[config.mk]
export PLATFORM = sky130hd
export DESIGN_NAME = window_mean_median_3x3_unit
export DESIGN_NICKNAME = d
export VERILOG_FILES = /design/src/rtl/wmm_pkg.sv /design/src/rtl/wmm_median.sv /design/src/rtl/wmm_mean.sv /design/src/rtl/window_mean_median_3x3_unit.sv
export SDC_FILE = /design/constraint.sdc
export NUM_CORES = 1
export LEC_CHECK = 0
export BUFFER_PORTS_ARGS = -buffer_cell sky130_fd_sc_hd__buf_2
export CAP_MARGIN = 0
export CORE_MARGIN = 2
export CORE_UTILIZATION = 50
export DETAILED_ROUTE_END_ITERATION = 8
export GPL_TIMING_DRIVEN = 0
export PLACE_DENSITY = 0.68
export SYNTH_ARGS = -nofsm -noshare
export SYNTH_HDL_FRONTEND = slang
export SYNTH_SLANG_ARGS = --single-unit
[constraint.sdc]
create_clock -name clk -period 7.8 [get_ports clk]
set_clock_uncertainty 0.2 [all_clocks]
set_input_delay 1.95 -clock clk [delete_from_list [all_inputs] [get_ports clk]]
set_output_delay 1.95 -clock clk [all_outputs]
set_load 0.005 [all_outputs]
[src/rtl/wmm_pkg.sv]
// Package for the 3x3 window mean and median unit.
// Holds the pixel width, the window constants and the request and result structs.
// Depends on nothing.
`timescale 1ns / 1ps
package wmm_pkg;

  localparam int PIX_BITS = 8;
  localparam int WIN_SIZE = 9;
  localparam int ROW_SUM_BITS = PIX_BITS + 2;
  localparam int SUM_BITS = PIX_BITS + 4;
  localparam int PIPE_DEPTH = 4;

  typedef logic [PIX_BITS-1:0] pix_t;

  typedef struct packed {
    pix_t pix_0;
    pix_t pix_1;
    pix_t pix_2;
    pix_t pix_3;
    pix_t pix_4;
    pix_t pix_5;
    pix_t pix_6;
    pix_t pix_7;
    pix_t pix_8;
  } wmm_in_t;

  typedef struct packed {
    pix_t mean_out;
    pix_t median_out;
  } wmm_out_t;

endpackage

[src/rtl/wmm_median.sv]
// Four-stage median-of-nine network: row sorts, column selects, final median, output register.
// Depends on wmm_pkg.
`timescale 1ns / 1ps
module wmm_median
  import wmm_pkg::*;
(
  input  logic    clk,
  input  wmm_in_t win,
  output pix_t    median
);

  function automatic pix_t min2(input pix_t a, input pix_t b);
    return (a < b) ? a : b;
  endfunction

  function automatic pix_t max2(input pix_t a, input pix_t b);
    return (a < b) ? b : a;
  endfunction

  function automatic pix_t med3(input pix_t a, input pix_t b, input pix_t c);
    return max2(min2(a, b), min2(max2(a, b), c));
  endfunction

  pix_t lo_nxt [3];
  pix_t md_nxt [3];
  pix_t hi_nxt [3];
  pix_t lo_r [3];
  pix_t md_r [3];
  pix_t hi_r [3];
  pix_t row_a [3];
  pix_t row_b [3];
  pix_t row_c [3];
  pix_t sel_lo_nxt, sel_md_nxt, sel_hi_nxt;
  pix_t sel_lo_r, sel_md_r, sel_hi_r;
  pix_t med_nxt, med_r, med_out_r;

  assign row_a[0] = win.pix_0;
  assign row_b[0] = win.pix_1;
  assign row_c[0] = win.pix_2;
  assign row_a[1] = win.pix_3;
  assign row_b[1] = win.pix_4;
  assign row_c[1] = win.pix_5;
  assign row_a[2] = win.pix_6;
  assign row_b[2] = win.pix_7;
  assign row_c[2] = win.pix_8;

  always_comb begin
    for (int i = 0; i < 3; i++) begin
      lo_nxt[i] = min2(min2(row_a[i], row_b[i]), row_c[i]);
      md_nxt[i] = med3(row_a[i], row_b[i], row_c[i]);
      hi_nxt[i] = max2(max2(row_a[i], row_b[i]), row_c[i]);
    end
  end

  assign sel_lo_nxt = max2(max2(lo_r[0], lo_r[1]), lo_r[2]);
  assign sel_md_nxt = med3(md_r[0], md_r[1], md_r[2]);
  assign sel_hi_nxt = min2(min2(hi_r[0], hi_r[1]), hi_r[2]);
  assign med_nxt = med3(sel_lo_r, sel_md_r, sel_hi_r);

  always_ff @(posedge clk) begin
    for (int i = 0; i < 3; i++) begin
      lo_r[i] <= lo_nxt[i];
      md_r[i] <= md_nxt[i];
      hi_r[i] <= hi_nxt[i];
    end
    sel_lo_r  <= sel_lo_nxt;
    sel_md_r  <= sel_md_nxt;
    sel_hi_r  <= sel_hi_nxt;
    med_r     <= med_nxt;
    med_out_r <= med_r;
  end

  assign median = med_out_r;

endmodule

[src/rtl/wmm_mean.sv]
// Four-stage mean of nine pixels: row sums, total, reciprocal product, quotient correction.
// Depends on wmm_pkg.
`timescale 1ns / 1ps
module wmm_mean
  import wmm_pkg::*;
(
  input  logic    clk,
  input  wmm_in_t win,
  output pix_t    mean
);

  localparam int SHIFT = SUM_BITS + 1;
  localparam int PROD_BITS = SUM_BITS + SHIFT;
  localparam int REM_BITS = SUM_BITS + 4;
  localparam logic [PROD_BITS-1:0] RECIP = PROD_BITS'((2 ** SHIFT) / WIN_SIZE);

  logic [ROW_SUM_BITS-1:0] row_sum_nxt [3];
  logic [ROW_SUM_BITS-1:0] row_sum_r [3];
  logic [SUM_BITS-1:0]     sum_nxt, sum2_r, sum3_r;
  logic [PROD_BITS-1:0]    prod_nxt, prod_r;
  logic [SUM_BITS-1:0]     quo;
  logic [REM_BITS-1:0]     nine_quo, rem;
  logic [SUM_BITS-1:0]     quo_fix;
  pix_t                    mean_nxt, mean_r;

  assign row_sum_nxt[0] = ROW_SUM_BITS'(win.pix_0) + ROW_SUM_BITS'(win.pix_1)
                        + ROW_SUM_BITS'(win.pix_2);
  assign row_sum_nxt[1] = ROW_SUM_BITS'(win.pix_3) + ROW_SUM_BITS'(win.pix_4)
                        + ROW_SUM_BITS'(win.pix_5);
  assign row_sum_nxt[2] = ROW_SUM_BITS'(win.pix_6) + ROW_SUM_BITS'(win.pix_7)
                        + ROW_SUM_BITS'(win.pix_8);

  assign sum_nxt = SUM_BITS'(row_sum_r[0]) + SUM_BITS'(row_sum_r[1])
                 + SUM_BITS'(row_sum_r[2]);

  assign prod_nxt = PROD_BITS'(sum2_r) * RECIP;

  // The reciprocal is rounded down, so the estimate is short by at most one.
  assign quo      = prod_r[PROD_BITS-1:SHIFT];
  assign nine_quo = (REM_BITS'(quo) << 3) + REM_BITS'(quo);
  assign rem      = REM_BITS'(sum3_r) - nine_quo;
  assign quo_fix  = (rem >= REM_BITS'(WIN_SIZE)) ? quo + SUM_BITS'(1) : quo;
  assign mean_nxt = quo_fix[PIX_BITS-1:0];

  always_ff @(posedge clk) begin
    for (int i = 0; i < 3; i++) begin
      row_sum_r[i] <= row_sum_nxt[i];
    end
    sum2_r <= sum_nxt;
    sum3_r <= sum2_r;
    prod_r <= prod_nxt;
    mean_r <= mean_nxt;
  end

  assign mean = mean_r;

endmodule

[src/rtl/window_mean_median_3x3_unit.sv]
// Top level of the 3x3 window mean and median unit.
// Depends on wmm_pkg, wmm_mean and wmm_median.
//
//   channel   ports                        handshake
//   request   start, busy, in_data         taken when start is high and busy is low
//   result    out_valid, out_data          one-cycle strobe, no back-pressure
//
// Each request gives one result, and results leave in the order the requests were taken.
// A new request can be taken in every cycle; the four register stages of
// the median network and of the mean divider set the latency.
// Reset is synchronous and active low; it clears the valid bits, and busy
// is high only while reset is applied. The receiver cannot stall the unit.
`timescale 1ns / 1ps
module window_mean_median_3x3_unit
  import wmm_pkg::*;
(
  input  logic     clk,
  input  logic     rst_n,
  input  logic     start,
  output logic     busy,
  input  wmm_in_t  in_data,
  output logic     out_valid,
  output wmm_out_t out_data
);

  logic [PIPE_DEPTH-1:0] vld_r, vld_nxt;
  logic                  accept;
  pix_t                  mean, median;

  assign busy    = !rst_n;
  assign accept  = start && !busy;
  assign vld_nxt = {vld_r[PIPE_DEPTH-2:0], accept};

  always_ff @(posedge clk) begin
    if (!rst_n) begin
      vld_r <= '0;
    end else begin
      vld_r <= vld_nxt;
    end
  end

  wmm_mean u_mean (
    .clk  (clk),
    .win  (in_data),
    .mean (mean)
  );

  wmm_median u_median (
    .clk    (clk),
    .win    (in_data),
    .median (median)
  );

  assign out_valid           = vld_r[PIPE_DEPTH-1];
  assign out_data.mean_out   = mean;
  assign out_data.median_out = median;

endmodule

; ---- Word-level counts from Yosys, hierarchy flattened
; Memories as Yosys holds them, arrays and structs flattened.
; Index checks and enable logic that the tools add are counted.
; W data, S select, Z words.
[word_totals]
output_inout_bits = 18
ram_bits = 102
input_bits = 75
regBits = 97
memories = 4
wordCells = 82
[op_classes]
reduce_logical = 2
n_addsub = 11
multipliers = 1
muxes = 31
magnitude_cmp = 23
[memory_table]
columns = memory, depth, width, rd, rd_clocked_by_memory_dff, wr, line
row1 = u_mean.row_sum_r, 3, 10, 3, 0, 3, wmm_mean.sv:18  ; logic [ROW_SUM_BITS-1:0] row_sum_r [3];
row2 = u_median.hi_r, 3, 8, 3, 0, 3, wmm_median.sv:29  ; pix_t hi_r [3];
row3 = u_median.lo_r, 3, 8, 3, 0, 3, wmm_median.sv:27  ; pix_t lo_r [3];
row4 = u_median.md_r, 3, 8, 3, 0, 3, wmm_median.sv:28  ; pix_t md_r [3];
[op_table]
columns = cell, n
row1 = $mux W8, 31
row2 = $lt A8 B8 Y1, 22
row3 = $add A10 B8 Y10, 3
row4 = $add A8 B8 Y9, 3
row5 = $mul A12 B9 Y21 const B, 1
row6 = $ge A16 B4 Y1 const B, 1
row7 = $sub A12 B16 Y16, 1
row8 = $add A12 B9 Y13, 1
row9 = $add A12 B10 Y12, 1
row10 = $add A10 B10 Y11, 1
row11 = $add A8 B1 Y8 const B, 1
row12 = $logic_and A1 B1 Y1, 1
row13 = $logic_not A1 Y1, 1

; ---- Logic depth before layout (Yosys ltp)
; Gate-level depths: netlist (run 1).
; An unclocked memory read counts as a cell.
[logic_depth]
ltp_word = 7
ltp_mapped = 25
ltp_nobuf = 23

; ---- By module
; From an unflattened synthesis (run 1), not the netlist that was laid out.
[hier_totals]
hier_cells = 1695
hier_area_um2 = 15396.0
[modules_own_cells]
columns = mod, instances, cells_per_inst, area_per_inst_um2, seq_area_each_um2
row1 = wmm_median, 1, 1096, 9397.8, 2242.2
row2 = wmm_mean, 1, 590, 5889.4, 1421.4
row3 = window_mean_median_3x3_unit, 1, 9, 108.9, 80.1

; ---- Least setup slack after synthesis (run 1)
; OpenSTA, ideal clock, no wires.
[synth_timing]
path_type = in2reg
startpoint = in in_data[37] (netlist bit)
endpoint = mem u_median.md_r[0][13] (netlist bit)
stages = 23
t_arrival_ps = 6217
slack_ps = 1257
n_path_buf = 2
required_ps = 7473
setup_time_ps = 127
cell_sequence = inv_1 ha_1 o211ai_1 a22oi_2 o21a_1 buf_4 mux2_2 ha_1 a21o_1 a21o_1 a21oi_1 a21boi_0 o21ai_2 mux2i_1 ha_1 a21o_1 a21o_1 a21oi_1 nor4b_1 a31oi_2 clkbuf_1 nand2_1 o21ai_0
[synth_rtl]
columns = element, line
row1 = "start, declared", window_mean_median_3x3_unit.sv:21  ; input wmm_in_t in_data,
row2 = "end, declared", wmm_median.sv:28

==> impl_metrics.csv, run 1 <==
group,metric,value,unit
synth,syn_avg_cell_area,9.17,um2
synth,synth_cell_types,79,
floorplanning,dieArea,32200,um2
placed_design,place_area,16300,um2
synth,synth_compound_area_share,16.4,%
placed_design,place_inst,2165,
routing,firstDrtPassIters,5,
worst_setup_path,r2r-start,"u_median.sel_md_r[2]",
floorplanning,core_area,30400,um2
worst_setup_path,crit_required,7.91,ns
placed_design,place_congestion,0.935,
global_route,grt_max_degree,20,
cts,h-tree-depth,4,
synth,yosys.area.top_type,"dfxtp_1",
cts,cts_resized,0,
synth,synth_top_cell_area_share,24.3,%
placed_design,hpwl,30.7,mm
cts,cts_buffer_depth,2,
min_path,hold_class,"reg -> reg",
synth,syn_inst,1677,
routing,wl_met2,16.5,mm
worst_setup_path,crit_arrival,7.28,ns
cts,post_cts_buffers,0,
routing,totalWireLength,36.8,mm
final_layout,drive_above_1_share,14.0,%
flow_run,drv_cap,0,
final_layout,fin_area,17000,um2
worst_setup_path,cp-startpoint,"in_data[57]",
worst_setup_path,crit_type,"in -> reg",
timing,fmax,140,MHz
timing,period_minus_slack,7.17,ns
final_layout,area_delta_synth_final,10.3,%
worst_setup_path,critPathMaxStageDelay,0.46,ns
worst_setup_path,crit_fanout,10,
worst_setup_path,critPathTopFamily,"compound AO/OA/AOI/OAI gates",
synth,synth_edf_count,0,
final_layout,layoutNonFillerInstCount,2197,
worst_setup_path,cpMostUsedCell,"ha_1",
final_layout,fin_nets,2188,
worst_setup_path,endpoint_kind,"register",
final_layout,final_util,55.7,%
synth,synthTopCellsByArea,"dfxtp_1 24%, ha_1 24%, mux2_2 5.9%",
global_route,antenna_found_initial,0,
cts,clock-sinks,187,
timing,slew_viol_final,0,
synth,yosys_warnings,0,
cts,hold_buffers,0,
routing,met3_length,1.65,mm
cts,cts_made_buffers,17,
synth,synth_seq_area_share,24.3,%
routing,m1WireLength,18.1,mm
synth,synth_area,15400,um2
routing,via_per_inst,5.47,
synth,synth_mux_area_share,10.9,%
cts,path_clk_slew,0.08,ns
synth,synthArstFlopShare,0,%
timing,worstMarginPinSlew,0.895,ns
routing,drc_errors,0,
timing,tns,0,ns
synth,postSynthNetCount,2077,
final_layout,num_antenna_cells,0,
worst_setup_path,start_kind,"primary input",
final_layout,nFillCells,2770,
global_route,grt_pass1_vias,11600,
cts,clk_latency,0.43,ns
floorplanning,die_y,179,um
global_route,gr-total-overflow,0,
floorplanning,initial_core_util,50.5,%
cts,cts_tree,"built",
worst_setup_path,crit_slowest_cell,"clkbuf_1",
global_route,grtUsageTotal,23.5,%
timing,post-route-period-util,91.9,%
floorplanning,ioPinCount,93,
synth,synth_xor_xnor_area_share,4.61,%
worst_setup_path,crit_buf_inv,5,
global_route,grt_pass1_wl,59.5,mm
routing,top_layer_used,"met4",
routing,wire_per_inst,16.7,um
placed_design,port_buffers,92,
worst_setup_path,worst-r2r-setup-slack,1.30,ns
floorplanning,std_cell_rows,64,
floorplanning,die_x,179,um
synth,synth_ff_type,"dfxtp_1",
synth,synthAdderAreaFrac,28.1,%
timing,relSlewSlack,39.7,%
timing,report.final.hold_viol_count,0,
synth,synth_simple_gate_area_share,9.61,%
status,outcome,"finished clean",
routing,vias,12000,
timing,setup_violations,0,
worst_setup_path,path_cells,"buf_2, inv_1, ha_1, nor2b_1, o2111a_1, o22ai_2, clkbuf_1, mux2_2, ha_1, nand2_1, o21ai_0, nor2_1, a21oi_2, buf_2, mux2i_1, ha_1, o31a_1, o211ai_1, nand4b_1, buf_4, mux2i_1",
min_path,hold_path.startpoint,"u_median.med_r[2]",
synth,synth-seq-cells,187,
routing,ant_nets,0,
cts,cts_root_buffer,"clkbuf_16",
synth,synth_top_family_by_area,"adder cells",
routing,drtIter0Drc,733,
timing,rsz0062_at_grt,"no",
-- per-stage QoR --
step	hold slack, ns	worst slack (ns)
6_report	0.129	0.632
5_1_grt	0.133	0.329
4_1_cts	0.129	0.770
3_5_place_dp	0.112	0.311
3_3_place_gp	0.114	0.332
2_1_floorplan	0.110	1.26
-- layout make-up --
type / instances / area, um2 / share of cell area [%]
multi-input combinational: 1252 / 10700 / 63.1
sequential: 187 / 3740 / 22.1
inverter: 217 / 815 / 4.80
tap: 396 / 495 / 2.92
timing repair buffer: 92 / 460 / 2.72
clock buffer: 17 / 425 / 2.51
clock inverter: 15 / 200 / 1.18
buffer: 21 / 113 / 0.664
-- layer usage --
metal	global-route usage, %	vias to the layer above
met4	5.28	0
met5	0	-
met3	2.78	23
li1	-	6104
met2	38.2	280
met1	33.3	5601
-- flip-flops by register name (all words and copies together) (netlist names), 8 cells and up --
name	flops
u_median.median	8
u_median.sel_md_r	8
u_mean.mean	8
u_median.hi_r	24
u_median.lo_r	24
u_mean.sum3_r	12
u_mean.row_sum_r	30
u_median.sel_hi_r	8
u_median.med_r	8
u_mean.sum2_r	12
u_median.sel_lo_r	8
u_median.md_r	24
u_mean.prod_r	9
-- Yosys cell counts (13+ instances only) --
master,number
nand3_1,18
inv_1,217
xor2_1,29
nand2_1,100
o21bai_1,27
o21ai_1,13
nor2b_1,14
nand2b_1,25
nand4_1,20
mux2i_1,70
dfxtp_1,187
fa_1,34
ha_1,291
o21a_1,13
a21oi_1,115
nor2_1,68
xnor2_1,52
mux2_2,81
a21o_1,31
nor3_1,13
o21ai_0,111
-- placed cells by master (no fill, tap or decap), drive strengths merged, types with 5 or more instances in the layout --
| cell type | n |
|---|---|
| a211oi | 9 |
| a211o | 5 |
| o21bai | 27 |
| ha | 291 |
| o211ai | 7 |
| nand2 | 100 |
| nor2b | 14 |
| nand3 | 19 |
| or2 | 6 |
| nor3 | 15 |
| nand4 | 20 |
| nand2b | 25 |
| inv | 225 |
| o21ai | 132 |
| clkbuf | 26 |
| a21oi | 120 |
| a21o | 31 |
| o21a | 13 |
| mux2i | 70 |
| nor2 | 70 |
| a2111oi | 8 |
| clkinv | 5 |
| and2 | 7 |
| xnor2 | 52 |
| fa | 34 |
| xor2 | 29 |
| buf | 104 |
| dfxtp | 187 |
| mux2 | 86 |
-- worst paths after layout --
kind,endpoint,cells past startpoint
setup / recovery,u_median.md_r[0][7],21
hold / removal,u_median.median[2],0
setup reg to reg,u_median.med_r[0],22
hold reg to reg,u_median.median[2],0
-- cells by family (layout without fill, tap and decap cells) --
family | count (synthesis) | count (layout)
buffers and inverters | 238 | 362
muxes | 156 | 156
DFF | 187 | 187
AOI/OAI and AO/OA | 390 | 390
adders and majority gates | 325 | 325
and+or+nand+nor | 300 | 300
xor gates and xnor gates | 81 | 81
Power of run 1 is left out: the tool's default activity adds up to more than one toggle a clock period on the data nets, which glitch-free logic cannot reach.
==> inputs of run 2 (changes only) <==
ABC_AREA = 1   (was default)
GPL_ROUTABILITY_DRIVEN = 0   (was default)
==> impl_metrics.csv, run 2 <==
group,metric,value,unit
final_layout,fin_nets,2589,
routing,firstDrtPassIters,5,
routing,totalWireLength,37.6,mm
synth,synth_seq_area_share,24.1,%
placed_design,hpwl,31.8,mm
worst_setup_path,crit_arrival,6.82,ns
routing,via_per_inst,5.17,
global_route,grt_max_degree,18,
timing,worstMarginPinSlew,1.15,ns
flow_run,drv_cap,0,
timing,period_minus_slack,6.69,ns
cts,clk_latency,0.45,ns
final_layout,area_delta_synth_final,9.79,%
final_layout,top_register,"u_mean.row_sum_r",
worst_setup_path,r2r-start,"u_median.md_r[0][15]",
floorplanning,die_x,180,um
worst_setup_path,start_kind,"primary input",
timing,post-route-period-util,85.8,%
routing,drtIter0Drc,825,
synth,yosys.area.top_type,"dfxtp_1",
cts,cts_made_buffers,17,
worst_setup_path,endpoint_kind,"register",
global_route,grt_pass1_wl,62.1,mm
cts,h-tree-depth,4,
cts,path_clk_slew,0.08,ns
floorplanning,initial_core_util,50.9,%
worst_setup_path,crit_fanout,10,
worst_setup_path,crit_type,"in -> reg",
timing,fmax,149,MHz
timing,relSlewSlack,22.8,%
min_path,hold_path.startpoint,"u_median.med_r[3]",
placed_design,port_buffers,92,
cts,cts_root_buffer,"clkbuf_16",
global_route,grtUsageTotal,23.4,%
synth,synth-seq-cells,187,
synth,synth_edf_count,0,
cts,cts_resized,0,
cts,cts_tree,"built",
synth,synth_area,15600,um2
timing,tns,0,ns
synth,synthTopCellsByArea,"dfxtp_1 24%, ha_1 23%, nand2_1 11%",
synth,synth_most_common_cell,"nand2_1",
cts,clock-sinks,187,
synth,postSynthNetCount,2478,
routing,vias,13500,
timing,slew_viol_final,0,
final_layout,layout_commonest_cell,"nand2_1",
global_route,gr-total-overflow,0,
timing,rsz0062_at_grt,"no",
global_route,grt_pass1_vias,13100,
worst_setup_path,crit_required,7.93,ns
floorplanning,std_cell_rows,64,
placed_design,place_inst,2566,
floorplanning,dieArea,32600,um2
timing,setup_violations,0,
final_layout,drive_above_1_share,9.50,%
global_route,antenna_found_initial,6,
floorplanning,die_y,180,um
routing,drc_errors,0,
final_layout,largest_reg_flops,30,
final_layout,layoutNonFillerInstCount,2604,
status,outcome,"finished clean",
cts,post_cts_buffers,0,
synth,synth_ff_type,"dfxtp_1",
synth,synthArstFlopShare,0,%
synth,synth_top_cell_area_share,24.1,%
floorplanning,core_area,30600,um2
cts,hold_buffers,0,
synth,synth_cell_types,43,
routing,ant_nets,0,
worst_setup_path,cp-startpoint,"in_data[15]",
synth,syn_inst,2078,
synth,syn_avg_cell_area,7.49,um2
final_layout,most-common-layout-cells,"460 x nand2_1, 328 x inv_1, 291 x ha_1",
cts,cts_buffer_depth,2,
synth,yosys_warnings,0,
timing,report.final.hold_viol_count,0,
min_path,hold_class,"reg -> reg",
synth,ys_top_cells_by_count,"460 x nand2_1, 328 x inv_1, 291 x ha_1, 187 x dfxtp_1, 167 x o21ai_0",
routing,wire_per_inst,14.4,um
floorplanning,ioPinCount,93,
[run 2: cell count changes in the layout (fill, tap and decap cells not counted), sizes merged, moves of 26 or more]
| cell | previous run | this run |
|---|---|---|
| xnor2 | 52 | 14 |
| a21o | 31 | 5 |
| nand2 | 100 | 483 |
| xor2 | 29 | 74 |
| nor2 | 70 | 96 |
| o21ai | 132 | 194 |
| nand3 | 19 | 71 |
| inv | 225 | 336 |
| mux2 | 86 | 0 |
| a21oi | 120 | 167 |
| mux2i | 70 | 0 |
[run 2: area by class of cell]
class / instances / area [um2]
antenna: 7 / 17.5
buffer: 36 / 195
clock buffer: 19 / 443
clock inverter: 12 / 108
fill: 2903 / 13500
inverter: 330 / 1240
multi-input combinational: 1525 / 10400
sequential: 187 / 3740
tap: 396 / 495
timing repair buffer: 92 / 460
[run 2: per-layer routing]
layer | GRT usage, % | vias up | share of wire, %
met4 | 7.13 | 0 | 1.9
met5 | 0 | - | 0
met3 | 3.19 | 48 | 4.9
li1 | - | 7006 | -
met1 | 31.2 | 6083 | 47
met2 | 39.3 | 327 | 46
[run 2: per-stage QoR]
| stage | cell area (um2) | util (%) | hold WS [ns] | setup slack, ns |
|---|---|---|---|---|
| 3_3_place_gp | 16500 | 54.0 | 0.112 | 0.819 |
| 4_1_cts | 17100 | 55.8 | 0.129 | 1.18 |
| 6_report | 17100 | 55.9 | 0.128 | 1.11 |
| 3_5_place_dp | 16500 | 54.0 | 0.112 | 0.721 |
| 5_1_grt | 17100 | 55.8 | 0.136 | 0.593 |
| 2_1_floorplan | 15600 | - | 0.110 | 1.57 |
[run 2: path summary, 6_finish.rpt]
kind | slack, ns | depth (start not counted) | endpoint
setup reg to reg | 2.70 | 27 | u_median.sel_md_r[1]
setup / recovery | 1.11 | 26 | u_median.md_r[0][21]
hold reg to reg | 0.13 | 0 | u_median.median[3]
hold / removal | 0.13 | 0 | u_median.median[3]
[run 2: worst max-delay path, stage by stage]
cell,delay [ns]
buf_2,0.10
inv_1,0.07
ha_1,0.33
a21oi_1,0.17
o21a_1,0.19
nand2_2,0.08
buf_2,0.17
buf_2,0.19
o21ai_0,0.36
ha_1,0.33
a21oi_1,0.15
nor2_1,0.05
a211oi_1,0.29
nand2_2,0.11
buf_4,0.18
inv_1,0.07
nand2_1,0.04
o21ai_0,0.15
inv_1,0.08
ha_1,0.30
a21oi_1,0.15
nor2_1,0.05
a211oi_1,0.89
nand2_4,0.16
nand2_1,0.11
nand2_1,0.08
[run 2: cells by family after synthesis]
logic type	Yosys count	share of synthesized area (%)
DFF	187	24.1
and+or+nand+nor	688	18.7
buffers and inverters	366	9.21
xor gates and xnor gates	88	4.95
AOI/OAI and AO/OA	424	15.3
adders and majority gates	325	27.8
Power of run 2 is left out for the same reason.
